`config.mk`:
```
export PLATFORM = sky130hd
export DESIGN_NAME = kch_window
export DESIGN_NICKNAME = d
export VERILOG_FILES = /design/src/design/kch_pkg.sv /design/src/design/kch_window.sv
export SDC_FILE = /design/constraint.sdc
export NUM_CORES = 1
export LEC_CHECK = 0
export ABC_AREA = 1
export ABC_CLOCK_PERIOD_IN_PS = 2000
export BUFFER_PORTS_ARGS = -buffer_cell sky130_fd_sc_hd__buf_2
export CAP_MARGIN = 30
export CORE_ASPECT_RATIO = 0.8
export CORE_MARGIN = 4
export CORE_UTILIZATION = 46
export DETAILED_ROUTE_END_ITERATION = 6
export GPL_TIMING_DRIVEN = 0
export PLACE_DENSITY = 0.88
export SYNTH_ARGS = -nofsm -noshare
export SYNTH_HDL_FRONTEND = slang
export SYNTH_SLANG_ARGS = --single-unit
```
`constraint.sdc`:
```
create_clock -name clk_i -period 2 [get_ports clk_i]
set_input_delay 0.4 -clock clk_i [delete_from_list [all_inputs] [get_ports clk_i]]
set_output_delay 0.4 -clock clk_i [all_outputs]
set_load 0.05 [all_outputs]
```
`src/design/kch_pkg.sv`:
```
// kch_pkg: shared types for the k-mer count histogram core
// no dependencies; imported by kch_window, kch_table, the top level and the checker
package kch_pkg;

  typedef enum logic [1:0] {
    OP_PUSH  = 2'd0,
    OP_READ  = 2'd1,
    OP_CLEAR = 2'd2,
    OP_NONE  = 2'd3
  } op_e;

  // width of the k-mer length register
  localparam int unsigned KLEN_W = 4;
  localparam logic [KLEN_W-1:0] KLEN_RESET = 4'd3;

  // commands from the front end to the table
  typedef struct packed {
    logic inc;  // increment the counter at idx
    logic rd;   // read the counter at idx
    logic clr;  // start a clearing sweep
  } tbl_cmd_t;

  // status from the table back to the front end
  typedef struct packed {
    logic clearing;  // sweep in progress, no requests taken
    logic rd_pend;   // a read is in the second stage
  } tbl_stat_t;

endpackage

```
`src/design/kch_window.sv`:
```
// kch_window: base window shift register and fill count, forms the counter index
// depends on kch_pkg
module kch_window #(
  parameter int unsigned MAX_K = 8,
  parameter int unsigned IDX_W = 2 * MAX_K,
  parameter int unsigned KW    = $clog2(MAX_K + 1)
) (
  input  logic             clk_i,
  input  logic             rst_ni,
  input  logic             push_i,
  input  logic             clr_i,
  input  logic [1:0]       base_i,
  input  logic [KW-1:0]    k_i,
  input  logic [IDX_W-1:0] mask_i,
  output logic             cnt_en_o,
  output logic [IDX_W-1:0] cnt_idx_o
);
  import kch_pkg::*;

  logic [IDX_W-1:0] window_q, window_d;
  logic [KW-1:0]    fill_q, fill_d;

  assign window_d = (window_q << 2) | IDX_W'(base_i);
  assign fill_d   = (fill_q < KW'(MAX_K)) ? fill_q + KW'(1) : fill_q;

  assign cnt_en_o  = push_i && (fill_d >= k_i);
  assign cnt_idx_o = window_d & mask_i;

  always_ff @(posedge clk_i or negedge rst_ni) begin
    if (!rst_ni) begin
      window_q <= '0;
      fill_q   <= '0;
    end else if (push_i) begin
      window_q <= window_d;
      fill_q   <= fill_d;
    end else if (clr_i) begin
      // window contents stay, only the fill count restarts
      fill_q <= '0;
    end
  end

endmodule

```
==> metrics <==
status=finished, violations left; failing checks=negative setup slack; drt pass-1 iters=4; layout cell share with drive strength beyond 1=approximately a third; setup violators final=1; GRT overflow=0; Post-Synth Simple-Gate Area=approximately 22%; worst endpoint data arrival time=1940 ps; Via density=between 4 and 5; clk_skew=around 6.1 ps; mux contribution to synthesized area=0%; Slew @ Worst Pin=approximately 400 ps; clock root buffer=clkbuf_4; Longest Clk Path Bufs=2; initial antenna violation count=0; CP Launch Type=register; Yosys cell types=18; Final WS setup=-344.7 ps; RSZ-0062 raised after global routing=yes; Syn Area/Cell=around 7.7 um^2; Syn Inst Count=130; Die Ht=roughly 50 um; final-report hold violation count=0; CP Class=register to primary output; synthesized net count=between 150 and 200; XOR/XNOR share of the synthesized area=2.509%; Worst-path clk slew=100 ps; I/O Pins=43; CTS Buf Count=3; routed length per instance=between 10 and 15 um; Final HPWL DP=1685 um; final net count=around 210; Max-Cap Viols=0; number of global-route vias before repair=883; Final period util=117.2%; largest net degree at the start of global routing=19; Multi-input gate area=407.9 um^2; HP Class=primary input to async pin; number of remaining DRC errors=0; Max FO, Critical Path=2; ranking of synthesized cells by area=dfrtp_1, nand2_1, inv_1; fillers=~150; Ys Warns=0; commonest non-fill, non-tap cell in the layout=nand2_1; largest family of logic cells by synthesized area=simple AND/OR/NAND/NOR gates; CTS Sinks=18; TNS Setup=-344.7 ps; fin crit period=2345 ps; gr usage total=15.28%; post-synthesis sequential area ratio=a little under half; die width=~60 um; Inserted Diodes=0; cell taking the most area after synthesis=dfrtp_1; Synth Cell Area=about 1000 um^2; Reg area=between 400 and 500 um^2; WL final=approximately 2400 um; die footprint=around 3000 um^2; post-synthesis compound-gate area fraction=8.657%; Area after DPL=about 1200 um^2; fin. max-slew vios=0; Area Overhead vs Synth=32.12%; num rows=14; Crit. End Element=primary output; first-pass GRT wire length=~3600 um; Leakage=a little under 0.9 nW; Post-DRT Antenna Nets=0; number of synthesized register bits=18; CTS H-Tree Depth=1; routed via count=~930; drt initial violations=a little over 40; post-synth top area share=about 45%; commonest non-fill, non-tap cells in the layout=nand2_1, buf_2, inv_1; CTS tree=yes; Req. time, crit path=roughly 1600 ps; f_max=~430 MHz; Hold Slack=around 14 ps; IO Port Bufs=42; Cell Pwr Density=1033 nW/um^2; fin area=approximately 1300 um^2; Core ar.=1962 um^2; clock latency on the worst-skew pair=approximately 290 ps; Max IR drop VDD=~0.63 mV; GP Congestion=0.7245; Slew HR=73.38%; starting density of the core=between 50% and 60%; Synth Area in Adders=under 10%
## final timing paths
path | startpoint | to | slack [ps] | cells after the start
worst max register to register | fill_q[1]$_DFFE_PN0P_ | fill_q[1]$_DFFE_PN0P_ | 810 | 6
worst max-delay path | fill_q[1]$_DFFE_PN0P_ | cnt_en_o | -340 | 11
worst min register to register | window_q[12]$_DFFE_PN0P_ | window_q[12]$_DFFE_PN0P_ | 500 | 2
max in group asynchronous | rst_ni | fill_q[1]$_DFFE_PN0P_ | 1700 | 1
worst min-delay path | rst_ni | window_q[9]$_DFFE_PN0P_ | 10 | 1
min in group clk_i | base_i[1] | window_q[1]$_DFFE_PN0P_ | 320 | 3
## flip-flops by register name, summed over array words and instances, names as in the netlist
name,cells
window_q,14
fill_q,4
## Yosys cell counts
cell     instances
nand2_4          1
ha_1             5
xnor2_2          1
buf_6            2
nor2_4           1
o21ai_0          9
inv_1           32
a21oi_1          1
dfrtp_1         18
nand4_1          1
a22oi_1          1
o21ai_1          4
xor2_1           1
o21ai_2          1
nand3_1          2
nand2_1         48
inv_2            1
buf_4            1
## critical path, cell delays in order (launching register included)
cell	delay, ps
dfrtp_1	410
ha_1	300
nand2_1	80
o21ai_2	80
ha_4	280
nand2_2	40
nand2_1	70
nand2_1	50
nand3_1	60
nand2_1	60
inv_1	60
buf_6	150
## per-layer routing
metal	track usage, %	routed length (um)	up-vias
met5	0	0	-
met4	2.214	25	0
met3	4.178	231	4
met2	28.24	1168	42
met1	17.46	935	401
li1	-	-	482
## kinds of logic (layout without fill, tap and decap cells)
| kind of cell | after synthesis | count (layout) |
|---|---|---|
| AND/OR/NAND/NOR | 53 | 53 |
| buffers and inverters | 36 | 85 |
| flip-flops | 18 | 18 |
| AO/OA/AOI/OAI | 16 | 16 |
| adder cells (fa/ha/maj) | 5 | 5 |
| XOR/XNOR | 2 | 2 |
## metrics by stage
step           setup slack, ps  std cells  util [%]  power (mW)
3_5_place_dp            -110.8        196     63.07       1.016
3_3_place_gp            -44.30        196     63.07      0.9823
5_1_grt                 -456.4        203     67.16       1.452
6_report                -344.7        203     67.16       1.360
2_1_floorplan           -18.27        130         -      0.8803
4_1_cts                 -312.4        202     66.01       1.273
## final cells by class
type,count,share of cell area (%)
clock buffers,4,2.754
plain buffers,3,2.279
well taps,24,2.279
inverters,33,9.402
repair buffers,45,18.14
multi-input cells,76,30.96
flip-flops and latches,18,34.19
## where the power goes
group / switching [mW] / internal [mW] / total [mW]
combinational: 0.394 / 0.261 / 0.655
sequential: 0.0548 / 0.429 / 0.484
clock: 0.110 / 0.111 / 0.221
total: 0.559 / 0.801 / 1.36
## repair_timing
item	4_1_cts	5_1_grt
setup buffers	2	1
setup endpoints to repair	1	1
hold buffers	0	0
resized for setup	2	2
cloned	0	0
pin swaps	0	6
Note: power is estimated with default switching activity, not from simulation.
